### src/rtl/core/cgc_pkg.sv
`timescale 1ns / 1ps
package cgc_pkg;

   localparam int COORD_WIDTH     = 16;
   localparam int ANGLE_FRAC_BITS = 14;

   localparam int DIFF_W       = COORD_WIDTH + 1;
   localparam int PROD_W       = 2 * DIFF_W;
   localparam int SUM_W        = PROD_W + 1;
   localparam int NORM_BIT     = 50;
   localparam int XW           = 56;
   localparam int ZW           = 34;
   localparam int SHIFT_W      = 6;
   localparam int CORDIC_STEPS = 31;
   localparam int ANGLE_W      = ANGLE_FRAC_BITS + 2;
   localparam int ROUND_SH     = 30 - ANGLE_FRAC_BITS;
   localparam int NORM_LAT     = 2;

   // csr register indexes
   localparam logic [1:0] CSR_MIN_SEMI_AXIS  = 2'd0;
   localparam logic [1:0] CSR_MAX_ANGLE_DIFF = 2'd1;
   localparam logic [1:0] CSR_MAX_LIMB_ANGLE = 2'd2;

   localparam longint PI_Q30_L      = 64'sd3373259426;
   localparam longint HALF_PI_Q30_L = 64'sd1686629713;
   localparam logic signed [ZW-1:0] PI_Q30      = ZW'(PI_Q30_L);
   localparam logic signed [ZW-1:0] HALF_PI_Q30 = ZW'(HALF_PI_Q30_L);
   localparam logic signed [ZW-1:0] ROUND_HALF  = ZW'(64'sd1 <<< (ROUND_SH - 1));
   localparam logic [ANGLE_W-1:0] PI_F =
      ANGLE_W'((PI_Q30_L + (64'sd1 <<< (ROUND_SH - 1))) >>> ROUND_SH);
   localparam logic [ANGLE_W-1:0] HALF_F =
      ANGLE_W'((HALF_PI_Q30_L + (64'sd1 <<< (ROUND_SH - 1))) >>> ROUND_SH);

   typedef enum logic [2:0] {
      REASON_OK     = 3'd0,
      REASON_SMALL  = 3'd1,
      REASON_INSIDE = 3'd2,
      REASON_DIFF   = 3'd3,
      REASON_LIMB   = 3'd4,
      REASON_DEGEN  = 3'd5
   } reason_type;

   typedef struct packed {
      logic signed [COORD_WIDTH-1:0] center_x;
      logic signed [COORD_WIDTH-1:0] center_y;
      logic [COORD_WIDTH-1:0]        semi_axis;
      logic signed [COORD_WIDTH-1:0] vertex0_x;
      logic signed [COORD_WIDTH-1:0] vertex0_y;
      logic signed [COORD_WIDTH-1:0] vertex1_x;
      logic signed [COORD_WIDTH-1:0] vertex1_y;
      logic signed [COORD_WIDTH-1:0] apex_x;
      logic signed [COORD_WIDTH-1:0] apex_y;
   } req_type;

   typedef struct packed {
      logic               accepted;
      logic [2:0]         reject_reason;
      logic [ANGLE_W-1:0] angle_difference;
   } rsp_type;

   typedef struct packed {
      logic       valid;
      reason_type reason;
   } side_type;

   typedef struct packed {
      logic signed [SUM_W-1:0] x;
      logic signed [SUM_W-1:0] y;
      logic signed [ZW-1:0]    z;
      logic                    fixed;
   } vec_type;

   typedef struct packed {
      logic signed [XW-1:0] x;
      logic signed [XW-1:0] y;
      logic signed [ZW-1:0] z;
      logic                 fixed;
   } cvec_type;

   function automatic logic signed [ZW-1:0] atan_q30(input int idx);
      logic signed [ZW-1:0] r;
      case (idx)
         0: r = ZW'(64'sd843314857);
         1: r = ZW'(64'sd497837829);
         2: r = ZW'(64'sd263043837);
         3: r = ZW'(64'sd133525159);
         4: r = ZW'(64'sd67021687);
         5: r = ZW'(64'sd33543516);
         6: r = ZW'(64'sd16775851);
         7: r = ZW'(64'sd8388437);
         8: r = ZW'(64'sd4194283);
         9: r = ZW'(64'sd2097149);
         default: r = ZW'(64'sd1 <<< (30 - idx));
      endcase
      return r;
   endfunction

endpackage

### src/rtl/core/cgc_norm.sv
`timescale 1ns / 1ps
module cgc_norm (
   input  logic              clock,
   input  logic              en,
   input  cgc_pkg::vec_type  vec_in,
   output cgc_pkg::cvec_type vec_out
);
   localparam int SW = cgc_pkg::SUM_W;
   localparam int XW = cgc_pkg::XW;

   logic [SW-1:0]                 mag;
   logic [cgc_pkg::SHIFT_W-1:0]   msb;
   logic [cgc_pkg::SHIFT_W-1:0]   sh_ff;
   cgc_pkg::vec_type              v_ff;
   cgc_pkg::cvec_type             out_ff;
   logic signed [XW-1:0]          xw, yw;

   // both operands are non-negative here unless the beat is fixed; the larger one sets the shift
   assign mag = v_ff.x | v_ff.y;

   always_comb begin
      msb = '0;
      for (int i = 0; i < SW; i++) begin
         if (vec_in.x[i] | vec_in.y[i]) begin
            msb = cgc_pkg::SHIFT_W'(i);
         end
      end
   end

   always_ff @(posedge clock) begin
      if (en) begin
         v_ff  <= vec_in;
         sh_ff <= cgc_pkg::SHIFT_W'(cgc_pkg::NORM_BIT) - msb;
      end
   end

   assign xw = XW'(v_ff.x);
   assign yw = XW'(v_ff.y);

   always_ff @(posedge clock) begin
      if (en) begin
         // zero magnitude only happens on a fixed-angle beat; shift is moot
         out_ff.x     <= (mag == '0) ? xw : (xw <<< sh_ff);
         out_ff.y     <= (mag == '0) ? yw : (yw <<< sh_ff);
         out_ff.z     <= v_ff.z;
         out_ff.fixed <= v_ff.fixed;
      end
   end

   assign vec_out = out_ff;

endmodule

### config.mk
export PLATFORM = sky130hd
export DESIGN_NAME = cgc_norm
export DESIGN_NICKNAME = d
export VERILOG_FILES = /design/src/rtl/core/cgc_pkg.sv /design/src/rtl/core/cgc_norm.sv
export SDC_FILE = /design/constraint.sdc
export NUM_CORES = 1
export LEC_CHECK = 0
export ABC_AREA = 1
export BUFFER_PORTS_ARGS = -buffer_cell sky130_fd_sc_hd__clkbuf_2
export CORE_AREA = 2 2 213 215
export CTS_BUF_LIST = sky130_fd_sc_hd__clkbuf_4 sky130_fd_sc_hd__clkbuf_8
export CTS_CLUSTER_DIAMETER = 50
export CTS_CLUSTER_SIZE = 12
export DETAILED_ROUTE_END_ITERATION = 10
export DIE_AREA = 0 0 215 217
export PLACE_DENSITY = 0.58
export SLEW_MARGIN = 25
export SYNTH_ARGS = -nofsm -noshare
export SYNTH_HDL_FRONTEND = slang
export SYNTH_SLANG_ARGS = --single-unit
### constraint.sdc
create_clock -name clock -period 2.5 [get_ports clock]
set_clock_uncertainty 0.05 [all_clocks]
set_input_delay 0.125 -clock clock [delete_from_list [all_inputs] [get_ports clock]]
set_output_delay 0.125 -clock clock [all_outputs]
set_load 0.05 [all_outputs]
==> Word-level counts from Yosys, hierarchy flattened <==
Index checks and enable logic that the tools add are counted.
{ "totals": {"reg_bits": 258, "inputBits": 107, "output_inout_bits": 147, "word_cells": 84} }
{ "op_classes": {"add_sub_neg": 1, "n_shift": 2, "muxes": 36, "bitwise_logic": 35, "reduce_logical": 1} }
{ "ops": {"columns": ["cell", "n"], "rows": [
  ["$mux W6", 33],
  ["$mux W56", 2],
  ["$sshl A35 B6 Y56", 2],
  ["$logic_not A35 Y1", 1],
  ["$or A35 B35 Y35", 1],
  ["$or A1 B1 Y1", 34],
  ["$sub A6 B6 Y6 const A", 1],
  ["$mux W1", 1]
]} }

==> Depth between registers and ports, before layout <==
{ "depth": {"ltp_word": 36, "depth_mapped": 39, "mapped_depth_nobuf": 39} }

==> Worst setup path after synthesis <==
Ideal clock, no wire load.
{ "synth_timing": {"kind": "in2reg", "startpoint": "input vec_in[38] (netlist name)", "endpoint": "register sh_ff[4] (netlist name), data pin", "setup_time_ns": 0.266, "arrival_time_ns": 2.205, "required_time_ns": 2.184, "path_slack_ns": -0.021, "cell_stages": 37, "path_buffers": 0, "path_cell_list": "nor2_1 nand2_1 nand2_1 nand2_1 nand2_1 nand2_1 nand2_1 nand2_1 nand2_1 nand2_1 nand2_1 nand2_1 nand2_1 nand2_1 nand2_1 nand2_1 nand2_1 nand2_1 nand2_1 nand2_1 nand2_1 nand2_1 nand2_1 nand2_1 nand2_1 nand2_1 nand2_1 nand2_1 nand2_1 nand2_1 nand2_1 nand2_1 nand2_2 inv_1 ha_1 nor3_1 xor2_1"} }
{ "synth_via": {"elab_chain_len": 34} }
{ "synth_rtl": {"columns": ["item", "line_no", "text"], "rows": [
  ["start: declaration", "cgc_norm.sv:5", "input cgc_pkg::vec_type vec_in,"],
  ["$or A1 B1 Y1", "cgc_norm.sv:24", "if (vec_in.x[i] | vec_in.y[i]) begin"],
  ["$mux W6 (32 in series)", "cgc_norm.sv:24", null],
  ["via msb (one bit)", "cgc_norm.sv:12", "logic [cgc_pkg::SHIFT_W-1:0] msb;"],
  ["$sub A6 B6 Y6", "cgc_norm.sv:33", "sh_ff <= cgc_pkg::SHIFT_W'(cgc_pkg::NORM_BIT) - msb;"],
  ["end signal: assignment", "cgc_norm.sv:33", null],
  ["end: declaration", "cgc_norm.sv:13", "logic [cgc_pkg::SHIFT_W-1:0] sh_ff;"]
]} }
The timed path passes the listed nets, and every way through them passes these cells.
A chain may end at the register's enable or synchronous reset.

==> Worst setup path after layout <==
{ "layout_timing": {"startpoint": "register v_ff[72] (netlist name)", "endpoint": "register out_ff, in the netlist vec_out[131], data pin"} }
{ "layout_via": {"elab_chain_len": 3, "word_cells_on_any_way": 4, "cone_classes": "shift: 1; mux: 1; bitwise: 1; reduce/logical: 1"} }
{ "layout_rtl": {"columns": ["item", "line_no", "text"], "rows": [
  ["start: declaration", "cgc_norm.sv:14", "cgc_pkg::vec_type v_ff;"],
  ["start signal: assignment", "cgc_norm.sv:32", "v_ff <= vec_in;"],
  ["parallel branches: the longest is 2 deep, another holds $sshl A35 B6 Y56", null, null],
  ["$mux W56 (*)", "cgc_norm.sv:43", "out_ff.x <= (mag == '0) ? xw : (xw <<< sh_ff);"],
  ["end: declaration", "cgc_norm.sv:15", "cgc_pkg::cvec_type out_ff;"]
]} }
Every way passes the cells marked *.

==> qor.txt <==
status: finished clean
detailed-route via count: 11,733
detail-routed via count per cell: 4.76
total wire length: 42,200 um
max-capacitance violation count: 0
Initial DRC Count: 982
average cell area after synthesis: 8.92 um^2
post-synth net total: 1,586
Final Hold Violating Endpoints: 0
clock tree from TritonCTS: built
pin slew with the least headroom to its limit: 606 ps
pin count of the biggest net entering global routing: 88
HPWL reported at the end of detailed placement: 32,200 um
Critical Setup Path Class: reg2reg
post-layout total power: 12,300 uW
Worst-Skew Late Latency: 590 ps
number of different library cells in the post-synthesis netlist: 28
count of cells along the worst register-to-register path: 9
worst slew margin relative to its limit: 59.6%
leakage power: 0.00727 uW
synthesis-stage register bit count: 258
H-tree level count: 2
IO Pins: 254
number of buffers added by the clock tree synthesis step: 35
Crit path required time: 2760 ps
biggest area consumer among synthesized cells: edfxtp_1
total setup violations reported at the end of the flow: 0
total count of max-transition violations in the final report: 0
top cells by area in the synthesized netlist: edfxtp_1 (59%), nand2_1 (14%), o21ai_1 (8.8%)
area added between synthesis and finish: 32.0%
Final Cycle Share: 94.3%
worst-path fanout max: 6
placeable core region: 0.0447 mm^2
wire length of the first global-routing pass: 64,100 um
RSZ-0062 raised after global routing: true
Max IR drop VDD: 0.000455 V
vias in the first global route: 11,134
sum of negative setup slack: 0 ps
cell at the root of the clock tree: clkbuf_8
number of antenna violations at the first check in global routing: 0
routability congestion estimate: 0.892
CP startpoint kind: flop
maximum frequency from static timing analysis: 424 MHz
count of buffers inserted at the top-level ports: 253
share of the core filled with cells in the final layout: 38.9%
crit path time final: 2360 ps
global routing usage summed across all routing layers: 17.8%
Site Rows: 78
post-synthesis sequential area ratio: 58.8%
Post-route DRC: 0
routed length per instance: 17.1 um
count of antenna diodes in the layout: 0
number of filler cells placed in the layout: 4,537
height of the die: 217 um
proportion of netlist area held by the largest area contributor: 58.8%
total iterations of the first detailed-routing run: 6
Crit. End Element: flop
Power per Cell Area: 704 mW/mm^2
area enclosed by the die boundary: 0.0467 mm^2
worst hold stages: 2
residual overflow from global routing: 0
number of synthesis warnings: 0
initial core utilization: 29.5%
DRT antenna net count: 0
number of clock sinks seen by CTS: 258
fin nets: 1,948
cell count after synthesis: 1,478
layout cell share with drive strength beyond 1: 21.8%
die extent in x: 215 um
Crit path arrival time: 2620 ps
clock transition at the registers of the reported paths: 80 ps
netlist area before placement: 0.0132 mm^2
Hold Path Class: in2reg
Clock Tree Buf Depth: 3
==> cell families (layout without fill, tap and decap cells) <==
family	after synthesis	count (layout)	synth area share [%]
compound gates	299	299	12.0
xor+xnor	2	2	0.133
fa+ha+maj	1	1	0.0949
buf+inv	147	532	4.19
flops	258	258	58.8
mux	30	30	2.28
simple gates	741	741	22.6
==> sequential cells by signal, summed over array words and instances, names as in the netlist <==
| name | cells |
|---|---|
| sh_ff | 6 |
| v_ff | 105 |
| vec_out | 147 |
==> repair_timing <==
action / 4_1_cts / 5_1_grt
resized for setup: 0 / 25
endpoints found under the setup margin: 0 / 23
buffers inserted: 0 / 1
endpoints found under the hold margin: 147 / 2
hold buffers: 106 / 2
==> placed cells by master (no fill, tap or decap), types with 24 or more instances in the layout <==
cell	n
inv_1	26
nand3_1	79
mux2i_1	30
o21ai_0	24
edfxtp_1	258
nand2_1	491
o21ai_1	233
buf_4	48
nor2_1	135
dlygate4sd3_1	106
clkbuf_8	35
clkbuf_2	245
==> power by group <==
group	switching (uW)	internal [uW]	total [uW]
logic	2430	988	3420
clock network	1710	1730	3430
registers	193	5210	5400
total	4330	7920	12300
==> cells in the mapped netlist, drive strengths merged <==
library cell / instances
nand2: 494
edfxtp: 258
o21ai: 257
nor2: 142
nand3: 79
clkbuf: 73
inv: 48
mux2i: 30
buf: 23
nor4: 20
a211oi: 16
a21oi: 15
a221o: 5
nand4: 5
clkinv: 3
a21boi: 2
o2bb2ai: 2
xor2: 2
ha: 1
nor3: 1
o21bai: 1
o31ai: 1
==> worst paths after layout <==
check | start | endpoint | slack (ps)
setup / recovery | v_ff[72] | vec_out[131] | 140
hold / removal | vec_in[71] | v_ff[71] | 190
setup reg to reg | v_ff[72] | vec_out[131] | 140
hold reg to reg | v_ff[17] | vec_out[17] | 370
==> metal layers <==
| layer | share of wire, % | up-vias | track usage (%) |
|---|---|---|---|
| met5 | 0 | - | 0 |
| met4 | 1.8 | 0 | 4.60 |
| met3 | 5.5 | 57 | 2.78 |
| met2 | 46 | 343 | 28.5 |
| met1 | 47 | 5523 | 25.3 |
| li1 | - | 5810 | - |
==> worst max-delay path, stage by stage (launching register included) <==
cell and delay, ps:
edfxtp_1 420, nor4_1 340, nand4_1 250, nor4_2 330
buf_4 160, nand4_1 60, nand2_1 150, buf_12 150
nor2_1 40, o2bb2ai_1 130
==> metrics by stage <==
stage,worst slack (ps),instances,instance area [um^2],hold WS (ps)
detailed placement,-516,2297,15500,254
floorplan,8.24,1478,13200,174
global placement,-501,2297,15500,253
global route,-61.3,2463,17400,174
CTS,22.4,2463,17300,148
finish,142,2463,17400,192
==> layout make-up <==
class | count | area (um^2) | area share (%)
Clock buffer | 38 | 504 | 2.90
Inverter | 51 | 193 | 1.11
Timing Repair Buffer | 421 | 3040 | 17.4
Multi-Input combinational cell | 1073 | 4950 | 28.4
Tap cell | 600 | 751 | 4.31
Sequential cell | 258 | 7750 | 44.5
Clock inverter | 22 | 224 | 1.29
No activity file was read; power rests on OpenSTA's default activity.
